--- src/rtl/etep_pkg.sv ---
`timescale 1ns / 1ps
// Shared types and constants for the export table entry parser.
// No dependencies; every other file in rtl/ but etep_ifs refers to this package.
package etep_pkg;

  // Field of an export entry that the front end is currently decoding.
  typedef enum logic [2:0] {
    PH_CLASS  = 3'd0,
    PH_PARENT = 3'd1,
    PH_GROUP  = 3'd2,
    PH_NAME   = 3'd3,
    PH_FLAGS  = 3'd4,
    PH_SIZE   = 3'd5,
    PH_OFFSET = 3'd6
  } phase_t;

  // One finished field, passed from the front end to the back end.
  typedef struct packed {
    phase_t      phase;
    logic [32:0] value;
    logic        emit;
    logic        last;
  } field_evt_t;

  localparam int unsigned FIFO_DEPTH = 2;

  localparam logic [7:0] CI_SIGN_BIT  = 8'h80;
  localparam logic [7:0] CI_MORE_BIT  = 8'h40;
  localparam logic [7:0] CI_HEAD_MASK = 8'h3f;
  localparam logic [7:0] CI_MID_MASK  = 8'h7f;
  localparam logic [7:0] CI_TAIL_MASK = 8'h1f;
  localparam logic [4:0] CI_TAIL_SHIFT = 5'd27;

endpackage

--- src/rtl/etep_ifs.sv ---
`timescale 1ns / 1ps
// Channel interfaces of the export table entry parser: byte input,
// configuration write and entry result. Depends on nothing.

interface etep_in_if;
  logic       valid;
  logic       ready;
  logic [7:0] data_byte;
  logic       table_start;
  modport source (output valid, output data_byte, output table_start, input ready);
  modport sink   (input valid, input data_byte, input table_start, output ready);
endinterface

interface etep_cfg_if;
  logic        valid;
  logic        ready;
  logic [15:0] entry_count;
  modport source (output valid, output entry_count, input ready);
  modport sink   (input valid, input entry_count, output ready);
endinterface

interface etep_out_if;
  logic               valid;
  logic               ready;
  logic signed [32:0] class_ref;
  logic signed [32:0] parent_ref;
  logic        [31:0] group_word;
  logic signed [32:0] name_ref;
  logic        [31:0] object_flags;
  logic signed [32:0] serial_size;
  logic signed [32:0] serial_offset;
  logic               table_done;
  modport source (output valid, output class_ref, output parent_ref, output group_word,
                  output name_ref, output object_flags, output serial_size,
                  output serial_offset, output table_done, input ready);
  modport sink   (input valid, input class_ref, input parent_ref, input group_word,
                  input name_ref, input object_flags, input serial_size,
                  input serial_offset, input table_done, output ready);
endinterface

--- src/rtl/export_table_entry_parser.sv ---
`timescale 1ns / 1ps
// Export table entry parser: takes one table byte per transaction and returns one
// transaction per decoded entry (class, parent, group, name, flags, size, offset, last flag).
// It sustains one byte per clock while the event queue has room; the front end finishes
// a field in the cycle of its final byte; entries reach the output register via the queue.
// The input stalls only when the event queue between front and back end is full, which
// happens only while results wait at the output. Write entry_count while the block is idle.
// Depends on etep_pkg, etep_ifs, etep_front, etep_fifo and etep_back.
module export_table_entry_parser #(
  parameter int unsigned FIFO_DEPTH = etep_pkg::FIFO_DEPTH
) (
  input  logic        clk,
  input  logic        rst_n,
  etep_in_if.sink     in_chan,
  etep_cfg_if.sink    cfg_chan,
  etep_out_if.source  out_chan
);

  logic [15:0]          entry_count_r;
  logic                 evt_push, evt_full, evt_pop, evt_valid;
  etep_pkg::field_evt_t evt_in, evt_out;

  assign cfg_chan.ready = 1'b1;

  always_ff @(posedge clk) begin
    if (!rst_n) begin
      entry_count_r <= 16'd0;
    end else if (cfg_chan.valid && cfg_chan.ready) begin
      entry_count_r <= cfg_chan.entry_count;
    end
  end

  etep_front u_front (
    .clk         (clk),
    .rst_n       (rst_n),
    .in_chan     (in_chan),
    .entry_count (entry_count_r),
    .evt_full    (evt_full),
    .evt_push    (evt_push),
    .evt         (evt_in)
  );

  etep_fifo #(
    .DEPTH (FIFO_DEPTH)
  ) u_fifo (
    .clk       (clk),
    .rst_n     (rst_n),
    .push      (evt_push),
    .push_data (evt_in),
    .full      (evt_full),
    .pop       (evt_pop),
    .not_empty (evt_valid),
    .pop_data  (evt_out)
  );

  etep_back u_back (
    .clk       (clk),
    .rst_n     (rst_n),
    .evt_valid (evt_valid),
    .evt       (evt_out),
    .evt_pop   (evt_pop),
    .out_chan  (out_chan)
  );

endmodule

--- src/rtl/etep_front.sv ---
`timescale 1ns / 1ps
// Front end: accepts table bytes, decodes compact indices and 32-bit words,
// counts entries and pushes one event per finished field. Uses etep_pkg, etep_ifs.
module etep_front (
  input  logic                   clk,
  input  logic                   rst_n,
  etep_in_if.sink                in_chan,
  input  logic [15:0]            entry_count,
  input  logic                   evt_full,
  output logic                   evt_push,
  output etep_pkg::field_evt_t   evt
);

  etep_pkg::phase_t phase_r, phase_nxt, ph;
  logic [2:0]  pos_r, pos_nxt, pos;
  logic        sign_r, sign_nxt, sgn;
  logic [31:0] acc_r, acc_nxt, acc;
  logic [15:0] ed_r, ed_nxt, ed;
  logic [2:0]  pos_inc;
  logic        ci_done;
  logic [32:0] ci_val;
  logic        accept;
  logic [7:0]  b;

  assign in_chan.ready = !evt_full;
  assign accept        = in_chan.valid && in_chan.ready;
  assign b             = in_chan.data_byte;

  always_comb begin
    // A table start clears the parser before its byte is used.
    ph  = in_chan.table_start ? etep_pkg::PH_CLASS : phase_r;
    pos = in_chan.table_start ? 3'd0 : pos_r;
    sgn = in_chan.table_start ? 1'b0 : sign_r;
    acc = in_chan.table_start ? 32'd0 : acc_r;
    ed  = in_chan.table_start ? 16'd0 : ed_r;

    phase_nxt = ph;
    pos_nxt   = pos;
    sign_nxt  = sgn;
    acc_nxt   = acc;
    ed_nxt    = ed;
    pos_inc   = pos + 3'd1;
    ci_done   = 1'b0;
    ci_val    = '0;
    evt_push  = 1'b0;
    evt.phase = ph;
    evt.value = '0;
    evt.emit  = 1'b0;
    evt.last  = ({1'b0, ed} + 17'd1) == {1'b0, entry_count};

    if (ed >= entry_count) begin
      // Count reached: the byte is dropped.
    end else if (ph == etep_pkg::PH_GROUP || ph == etep_pkg::PH_FLAGS) begin
      acc_nxt = acc | ({24'd0, b} << {pos[1:0], 3'b000});
      pos_nxt = pos_inc;
      if (pos_inc >= 3'd4) begin
        evt_push  = 1'b1;
        evt.value = {1'b0, acc_nxt};
        phase_nxt = (ph == etep_pkg::PH_GROUP) ? etep_pkg::PH_NAME : etep_pkg::PH_SIZE;
        pos_nxt   = 3'd0;
        acc_nxt   = 32'd0;
      end
    end else begin
      priority if (pos == 3'd0) begin
        sign_nxt = (b & etep_pkg::CI_SIGN_BIT) != 8'd0;
        acc_nxt  = {24'd0, b & etep_pkg::CI_HEAD_MASK};
        ci_done  = (b & etep_pkg::CI_MORE_BIT) == 8'd0;
      end else if (pos == 3'd1) begin
        acc_nxt = acc | ({25'd0, b[6:0] & etep_pkg::CI_MID_MASK[6:0]} << 6);
        ci_done = !b[7];
      end else if (pos == 3'd2) begin
        acc_nxt = acc | ({25'd0, b[6:0] & etep_pkg::CI_MID_MASK[6:0]} << 13);
        ci_done = !b[7];
      end else if (pos == 3'd3) begin
        acc_nxt = acc | ({25'd0, b[6:0] & etep_pkg::CI_MID_MASK[6:0]} << 20);
        ci_done = !b[7];
      end else begin
        acc_nxt = acc | ({27'd0, b[4:0] & etep_pkg::CI_TAIL_MASK[4:0]}
                         << etep_pkg::CI_TAIL_SHIFT);
        ci_done = 1'b1;
      end
      pos_nxt = pos_inc;
      ci_val  = sign_nxt ? (33'd0 - {1'b0, acc_nxt}) : {1'b0, acc_nxt};

      if (ci_done) begin
        evt_push  = 1'b1;
        evt.value = ci_val;
        pos_nxt   = 3'd0;
        unique case (ph)
          etep_pkg::PH_PARENT: phase_nxt = etep_pkg::PH_GROUP;
          etep_pkg::PH_NAME:   phase_nxt = etep_pkg::PH_FLAGS;
          etep_pkg::PH_SIZE: begin
            // A positive size is followed by an offset; otherwise the entry ends here.
            if (!sign_nxt && acc_nxt != 32'd0) begin
              phase_nxt = etep_pkg::PH_OFFSET;
            end else begin
              phase_nxt = etep_pkg::PH_CLASS;
              evt.emit  = 1'b1;
              ed_nxt    = ed + 16'd1;
            end
          end
          etep_pkg::PH_OFFSET: begin
            phase_nxt = etep_pkg::PH_CLASS;
            evt.emit  = 1'b1;
            ed_nxt    = ed + 16'd1;
          end
          default: begin
            // The class field, and the unused phase code that behaves as class.
            evt.phase = etep_pkg::PH_CLASS;
            phase_nxt = etep_pkg::PH_PARENT;
          end
        endcase
        acc_nxt  = 32'd0;
        sign_nxt = 1'b0;
      end
    end

    if (!accept) begin
      evt_push = 1'b0;
    end
  end

  always_ff @(posedge clk) begin
    if (!rst_n) begin
      phase_r <= etep_pkg::PH_CLASS;
      pos_r   <= 3'd0;
      sign_r  <= 1'b0;
      acc_r   <= 32'd0;
      ed_r    <= 16'd0;
    end else if (accept) begin
      phase_r <= phase_nxt;
      pos_r   <= pos_nxt;
      sign_r  <= sign_nxt;
      acc_r   <= acc_nxt;
      ed_r    <= ed_nxt;
    end
  end

endmodule

--- src/rtl/etep_fifo.sv ---
`timescale 1ns / 1ps
// Short queue of field events between the front end and the back end.
// Uses etep_pkg for the event type.
module etep_fifo #(
  parameter int unsigned DEPTH = etep_pkg::FIFO_DEPTH
) (
  input  logic                 clk,
  input  logic                 rst_n,
  input  logic                 push,
  input  etep_pkg::field_evt_t push_data,
  output logic                 full,
  input  logic                 pop,
  output logic                 not_empty,
  output etep_pkg::field_evt_t pop_data
);

  localparam int unsigned AW = (DEPTH > 1) ? $clog2(DEPTH) : 1;
  localparam int unsigned CW = $clog2(DEPTH + 1);

  etep_pkg::field_evt_t mem [DEPTH];
  logic [AW-1:0] wr_ptr_r, wr_ptr_nxt, rd_ptr_r, rd_ptr_nxt;
  logic [CW-1:0] count_r, count_nxt;

  assign full      = count_r == CW'(DEPTH);
  assign not_empty = count_r != '0;
  assign pop_data  = mem[rd_ptr_r];

  always_comb begin
    wr_ptr_nxt = (wr_ptr_r == AW'(DEPTH - 1)) ? '0 : wr_ptr_r + 1'b1;
    rd_ptr_nxt = (rd_ptr_r == AW'(DEPTH - 1)) ? '0 : rd_ptr_r + 1'b1;
    count_nxt  = count_r;
    if (push && !pop) begin
      count_nxt = count_r + 1'b1;
    end else if (pop && !push) begin
      count_nxt = count_r - 1'b1;
    end
  end

  always_ff @(posedge clk) begin
    if (push) begin
      mem[wr_ptr_r] <= push_data;
    end
  end

  always_ff @(posedge clk) begin
    if (!rst_n) begin
      wr_ptr_r <= '0;
      rd_ptr_r <= '0;
      count_r  <= '0;
    end else begin
      if (push) begin
        wr_ptr_r <= wr_ptr_nxt;
      end
      if (pop) begin
        rd_ptr_r <= rd_ptr_nxt;
      end
      count_r <= count_nxt;
    end
  end

endmodule

--- src/rtl/etep_back.sv ---
`timescale 1ns / 1ps
// Back end: collects field events into the entry holds and loads the result
// register when an entry ends. Uses etep_pkg and etep_out_if.
module etep_back (
  input  logic                 clk,
  input  logic                 rst_n,
  input  logic                 evt_valid,
  input  etep_pkg::field_evt_t evt,
  output logic                 evt_pop,
  etep_out_if.source           out_chan
);

  logic [32:0] class_hold_r, parent_hold_r, name_hold_r, size_hold_r;
  logic [31:0] group_hold_r, flags_hold_r;
  logic        out_valid_r;
  logic [32:0] o_class_r, o_parent_r, o_name_r, o_size_r, o_offset_r;
  logic [31:0] o_group_r, o_flags_r;
  logic        o_done_r;

  assign evt_pop = evt_valid && (!out_valid_r || out_chan.ready);

  assign out_chan.valid         = out_valid_r;
  assign out_chan.class_ref     = o_class_r;
  assign out_chan.parent_ref    = o_parent_r;
  assign out_chan.group_word    = o_group_r;
  assign out_chan.name_ref      = o_name_r;
  assign out_chan.object_flags  = o_flags_r;
  assign out_chan.serial_size   = o_size_r;
  assign out_chan.serial_offset = o_offset_r;
  assign out_chan.table_done    = o_done_r;

  always_ff @(posedge clk) begin
    if (evt_pop) begin
      unique case (evt.phase)
        etep_pkg::PH_CLASS:  class_hold_r  <= evt.value;
        etep_pkg::PH_PARENT: parent_hold_r <= evt.value;
        etep_pkg::PH_GROUP:  group_hold_r  <= evt.value[31:0];
        etep_pkg::PH_NAME:   name_hold_r   <= evt.value;
        etep_pkg::PH_FLAGS:  flags_hold_r  <= evt.value[31:0];
        etep_pkg::PH_SIZE:   size_hold_r   <= evt.value;
        default: ;
      endcase
      if (evt.emit) begin
        // An entry ends either on a non-positive size or on its offset.
        o_class_r  <= class_hold_r;
        o_parent_r <= parent_hold_r;
        o_group_r  <= group_hold_r;
        o_name_r   <= name_hold_r;
        o_flags_r  <= flags_hold_r;
        o_size_r   <= (evt.phase == etep_pkg::PH_SIZE) ? evt.value : size_hold_r;
        o_offset_r <= (evt.phase == etep_pkg::PH_OFFSET) ? evt.value : 33'd0;
        o_done_r   <= evt.last;
      end
    end
  end

  always_ff @(posedge clk) begin
    if (!rst_n) begin
      out_valid_r <= 1'b0;
    end else if (evt_pop && evt.emit) begin
      out_valid_r <= 1'b1;
    end else if (out_chan.ready) begin
      out_valid_r <= 1'b0;
    end
  end

endmodule

--- src/flat_wrapper.sv ---
// flat-port wrapper written by rule: the top's interface ports become plain ports
module export_table_entry_parser_flat 
#(
  parameter int unsigned FIFO_DEPTH = etep_pkg::FIFO_DEPTH
)
  (clk, rst_n, in_chan_valid, in_chan_data_byte, in_chan_table_start, in_chan_ready, cfg_chan_valid, cfg_chan_entry_count, cfg_chan_ready, out_chan_valid, out_chan_class_ref, out_chan_parent_ref, out_chan_group_word, out_chan_name_ref, out_chan_object_flags, out_chan_serial_size, out_chan_serial_offset, out_chan_table_done, out_chan_ready);
  etep_in_if in_chan_i ();
  etep_cfg_if cfg_chan_i ();
  etep_out_if out_chan_i ();
  input  logic clk;
  input  logic rst_n;
  input wire logic [$bits(in_chan_i.valid)-1:0] in_chan_valid;
  input wire logic [$bits(in_chan_i.data_byte)-1:0] in_chan_data_byte;
  input wire logic [$bits(in_chan_i.table_start)-1:0] in_chan_table_start;
  output wire logic [$bits(in_chan_i.ready)-1:0] in_chan_ready;
  input wire logic [$bits(cfg_chan_i.valid)-1:0] cfg_chan_valid;
  input wire logic [$bits(cfg_chan_i.entry_count)-1:0] cfg_chan_entry_count;
  output wire logic [$bits(cfg_chan_i.ready)-1:0] cfg_chan_ready;
  output wire logic [$bits(out_chan_i.valid)-1:0] out_chan_valid;
  output wire logic [$bits(out_chan_i.class_ref)-1:0] out_chan_class_ref;
  output wire logic [$bits(out_chan_i.parent_ref)-1:0] out_chan_parent_ref;
  output wire logic [$bits(out_chan_i.group_word)-1:0] out_chan_group_word;
  output wire logic [$bits(out_chan_i.name_ref)-1:0] out_chan_name_ref;
  output wire logic [$bits(out_chan_i.object_flags)-1:0] out_chan_object_flags;
  output wire logic [$bits(out_chan_i.serial_size)-1:0] out_chan_serial_size;
  output wire logic [$bits(out_chan_i.serial_offset)-1:0] out_chan_serial_offset;
  output wire logic [$bits(out_chan_i.table_done)-1:0] out_chan_table_done;
  input wire logic [$bits(out_chan_i.ready)-1:0] out_chan_ready;
  assign in_chan_i.valid = in_chan_valid;
  assign in_chan_i.data_byte = in_chan_data_byte;
  assign in_chan_i.table_start = in_chan_table_start;
  assign in_chan_ready = in_chan_i.ready;
  assign cfg_chan_i.valid = cfg_chan_valid;
  assign cfg_chan_i.entry_count = cfg_chan_entry_count;
  assign cfg_chan_ready = cfg_chan_i.ready;
  assign out_chan_valid = out_chan_i.valid;
  assign out_chan_class_ref = out_chan_i.class_ref;
  assign out_chan_parent_ref = out_chan_i.parent_ref;
  assign out_chan_group_word = out_chan_i.group_word;
  assign out_chan_name_ref = out_chan_i.name_ref;
  assign out_chan_object_flags = out_chan_i.object_flags;
  assign out_chan_serial_size = out_chan_i.serial_size;
  assign out_chan_serial_offset = out_chan_i.serial_offset;
  assign out_chan_table_done = out_chan_i.table_done;
  assign out_chan_i.ready = out_chan_ready;
  export_table_entry_parser #(.FIFO_DEPTH(FIFO_DEPTH)) u_core (.clk(clk), .rst_n(rst_n), .in_chan(in_chan_i), .cfg_chan(cfg_chan_i), .out_chan(out_chan_i));
endmodule
--- config.mk ---
export PLATFORM = sky130hd
export DESIGN_NAME = export_table_entry_parser_flat
export DESIGN_NICKNAME = d
export VERILOG_FILES = /design/src/rtl/etep_pkg.sv /design/src/rtl/etep_ifs.sv /design/src/rtl/export_table_entry_parser.sv /design/src/rtl/etep_front.sv /design/src/rtl/etep_fifo.sv /design/src/rtl/etep_back.sv /design/src/flat_wrapper.sv
export SDC_FILE = /design/constraint.sdc
export NUM_CORES = 1
export LEC_CHECK = 0
export ABC_AREA = 1
export BUFFER_PORTS_ARGS = -buffer_cell sky130_fd_sc_hd__buf_4
export CAP_MARGIN = 20
export CORE_MARGIN = 8
export CORE_UTILIZATION = 35
export DETAILED_ROUTE_END_ITERATION = 8
export GPL_TIMING_DRIVEN = 0
export SLEW_MARGIN = 25
export SYNTH_ARGS = -nofsm -noshare
export SYNTH_HDL_FRONTEND = slang
export SYNTH_SLANG_ARGS = --single-unit
--- constraint.sdc ---
create_clock -name clk -period 37.2 [get_ports clk]
set_input_delay 1.86 -clock clk [delete_from_list [all_inputs] [get_ports clk]]
set_output_delay 1.86 -clock clk [all_outputs]
set_load 0.005 [all_outputs]
==> metrics.txt <==
Clock Skew=0.0161 ns; Initial DRC Count=1,302; hold_ws=0.413 ns; worst-path fanout max=11; largest net degree at the start of global routing=28; max-slew violations=0; syn_nets=2,099; diodes inserted=0; Max VDD drop=0.0000321 V; pwr dens=75.2 nW/um^2; Detailed Place HPWL=53,900 um; register area share after synthesis=0.697; Hold Path Class=register to register; MaxCap Viol Count=0; Slew headroom=0.419; Setup CP Type=input pin to register; Final min period=5.86 ns; critical path's top delay family=buffers and inverters; P_leak=11.1 nW; final setup fails=0; Worst-path clk slew=0.06 ns; Post-CTS Setup Inserts=0; antenna-violating nets left=0; CORE AREA=67,300 um^2; Critical Path AT=6.41 ns; # fillers=6,250; hold buffer count at cts=0; Netlist cell types=50; Main synth FF type=edfxtp_1; fraction of registers with async set/reset=0; first-pass GRT wire length=104,000 um; clock root buffer master=clkbuf_16; Seq cells post-synth=579; CP Buf/Inv Count=9; Setup crit end kind=register; Syn Area/Cell=11.7 um^2; Die ar.=76,700 um^2; Skew-Pair Late Insertion Delay=0.63 ns; num ports=263; PortBufs=260; Synth Warn #=0; Routability Congestion=0.971; DR DRC count=0; final core occ=0.439; clk sinks=579; WL per Instance=21.0 um; chip width=277 um; pre-CTS WS=30.81 ns; RSZ-0062 raised after global routing=no; clock buffer depth=3; Gate Count Post-Synth=2,044; Initial Utilization=0.354; setup ws final=31.34 ns; initial antenna violation count=0; vias in the first global route=16,400; Pre-Repair DR Iteration Count=6; CTS tree=yes; status=complete, no violations; P&R area growth vs syn=23.9%; CP max-delay cell=clkbuf_1; Least-Margin Pin Slew=0.860 ns; GRT Overall Usage=0.176; Site Rows=95; WL final=70,000 um; via count=16,500; Req. time, crit path=37.75 ns; synthesized area=23,800 um^2; Startpoint Class=input pin; CTS Buf Count=60; Final Cycle Share=0.157; share of layout cells above drive strength 1=0.208; Hold Fails Final Rpt=0; number of vias per cell=4.95; setup_tns=0 ns; Worst path max stage delay=0.51 ns; total power=2.22 mW; GRT overflow=0; Nets=2,458; die extent in y=277 um; CP Cell Sequence=buf_6, inv_6, buf_6, buf_4, nand2_1, clkbuf_1, ha_1, clkbuf_1, o21ai_0, nand2_1, nand3_1, o21ai_2, inv_2, nor2_2, inv_2, clkbuf_1, o21ai_0, o21ai_0, a21oi_1; Max Fclk=0.171 GHz; Post-synth EDFFs=502; Post-CTS Resized=0; H-tree levels=2
cells in the final DEF (no fill, tap or decap), types with 27 or more instances in the layout:
master	count
clkbuf_16	60
a21oi_1	172
inv_1	151
edfxtp_1	502
o21ai_0	155
nand2_1	406
buf_4	282
clkbuf_1	72
o21ai_1	27
nor2_1	127
or2_2	36
nand3_1	60
dfxtp_1	77
o21a_1	38
synth_stat cells (2+ instances only):
library cell,instances,area (um^2)
a2111oi_0,2,17.5
a211oi_1,9,67.6
a21boi_0,6,45.0
a21oi_1,174,871
a31oi_1,2,12.5
buf_1,3,11.3
buf_2,8,40.0
buf_4,6,45.0
buf_6,8,90.1
clkbuf_1,64,240
clkinv_1,2,7.51
dfxtp_1,77,1540
edfxtp_1,502,15100
ha_1,25,313
inv_1,151,567
inv_2,13,48.8
mux2i_1,2,20.0
nand2_1,406,1520
nand2_2,11,68.8
nand2_4,4,45.0
nand3_1,60,300
nand3_2,2,20.0
nand3_4,2,35.0
nand3b_1,5,37.5
nand4_1,23,144
nor2_1,131,492
nor2_2,7,43.8
nor2_4,6,67.6
nor3_1,9,45.0
nor4_1,2,12.5
o211ai_1,11,82.6
o21a_1,38,285
o21ai_0,155,776
o21ai_1,27,135
o21ai_2,6,52.6
o22ai_1,10,62.6
or2_2,36,225
xnor2_1,4,35.0
xor2_1,24,210
final timing paths:
check / start / end / slack [ns] / depth (start not counted)
worst max-delay path: in_chan_table_start / u_core.u_front.acc_r[23] / 31.34 / 19
worst min-delay path: u_core.u_back.class_hold_r[4] / u_core.u_back.out_chan.class_ref[4] / 0.41 / 0
worst max register to register: u_core.u_front.pos_r[1] / u_core.u_front.acc_r[23] / 32.06 / 17
worst min register to register: u_core.u_back.class_hold_r[4] / u_core.u_back.out_chan.class_ref[4] / 0.41 / 0
layout make-up:
cell class | instances | area [um^2] | area share
flip-flops and latches | 579 | 16600 | 0.563
multi-input cells | 1209 | 6220 | 0.211
repair buffers | 297 | 2580 | 0.0873
clock buffers | 68 | 1530 | 0.0519
well taps | 873 | 1090 | 0.0370
inverters | 167 | 632 | 0.0214
clock inverters | 43 | 429 | 0.0145
plain buffers | 89 | 427 | 0.0145
logic make-up (layout without fill, tap and decap cells):
family,Yosys count,in the layout,share of synthesized area
AO/OA/AOI/OAI,445,445,0.103
other,1,1,0.000157
XOR/XNOR,28,28,0.0103
flip-flops,579,579,0.697
AND/OR/NAND/NOR,708,708,0.131
multiplexers,2,2,0.000840
buffers and inverters,256,664,0.0444
adder cells (fa/ha/maj),25,25,0.0131
worst reg2reg max path: stages, from the launching register on:
cell,delay [ns]
dfxtp_1,0.31
clkbuf_1,0.45
inv_1,0.34
nor2_1,0.22
clkbuf_1,0.52
ha_1,0.28
clkbuf_1,0.30
o21ai_0,0.24
nand2_1,0.13
nand3_1,0.09
o21ai_2,0.22
inv_2,0.17
nor2_2,0.45
inv_2,0.25
clkbuf_1,0.32
o21ai_0,0.51
o21ai_0,0.15
a21oi_1,0.13
flip-flops by register name, indices dropped and copies added, names as in the netlist, 33 cells and up, named ones only:
register,flops
u_core.u_back.out_chan.serial_size,33
u_core.u_back.out_chan.serial_offset,33
u_core.u_back.class_hold_r,33
u_core.u_back.size_hold_r,33
u_core.u_fifo.mem,76
u_core.u_back.out_chan.class_ref,33
u_core.u_back.name_hold_r,33
u_core.u_back.out_chan.parent_ref,33
u_core.u_back.out_chan.name_ref,33
u_core.u_back.parent_hold_r,33
through the flow:
stage,cell area [um^2],std cells
finish,29500,3325
global route,29500,3325
CTS,29500,3325
detailed placement,27600,3214
global placement,26900,3177
floorplan,23800,2044
power breakdown:
| part | switching, mW | internal, mW |
|---|---|---|
| sequential | 0.0496 | 0.947 |
| combinational | 0.405 | 0.230 |
| clock | 0.253 | 0.334 |
| total | 0.708 | 1.51 |
layer usage:
metal  up-vias  part of all wire  global-route usage
li1       7869                 -                   -
met1      7978              0.44               0.232
met2       514              0.49               0.301
met3       114             0.053              0.0273
met4         0             0.026              0.0486
met5         -                 0                   0
(Power assumes the default switching activity.)
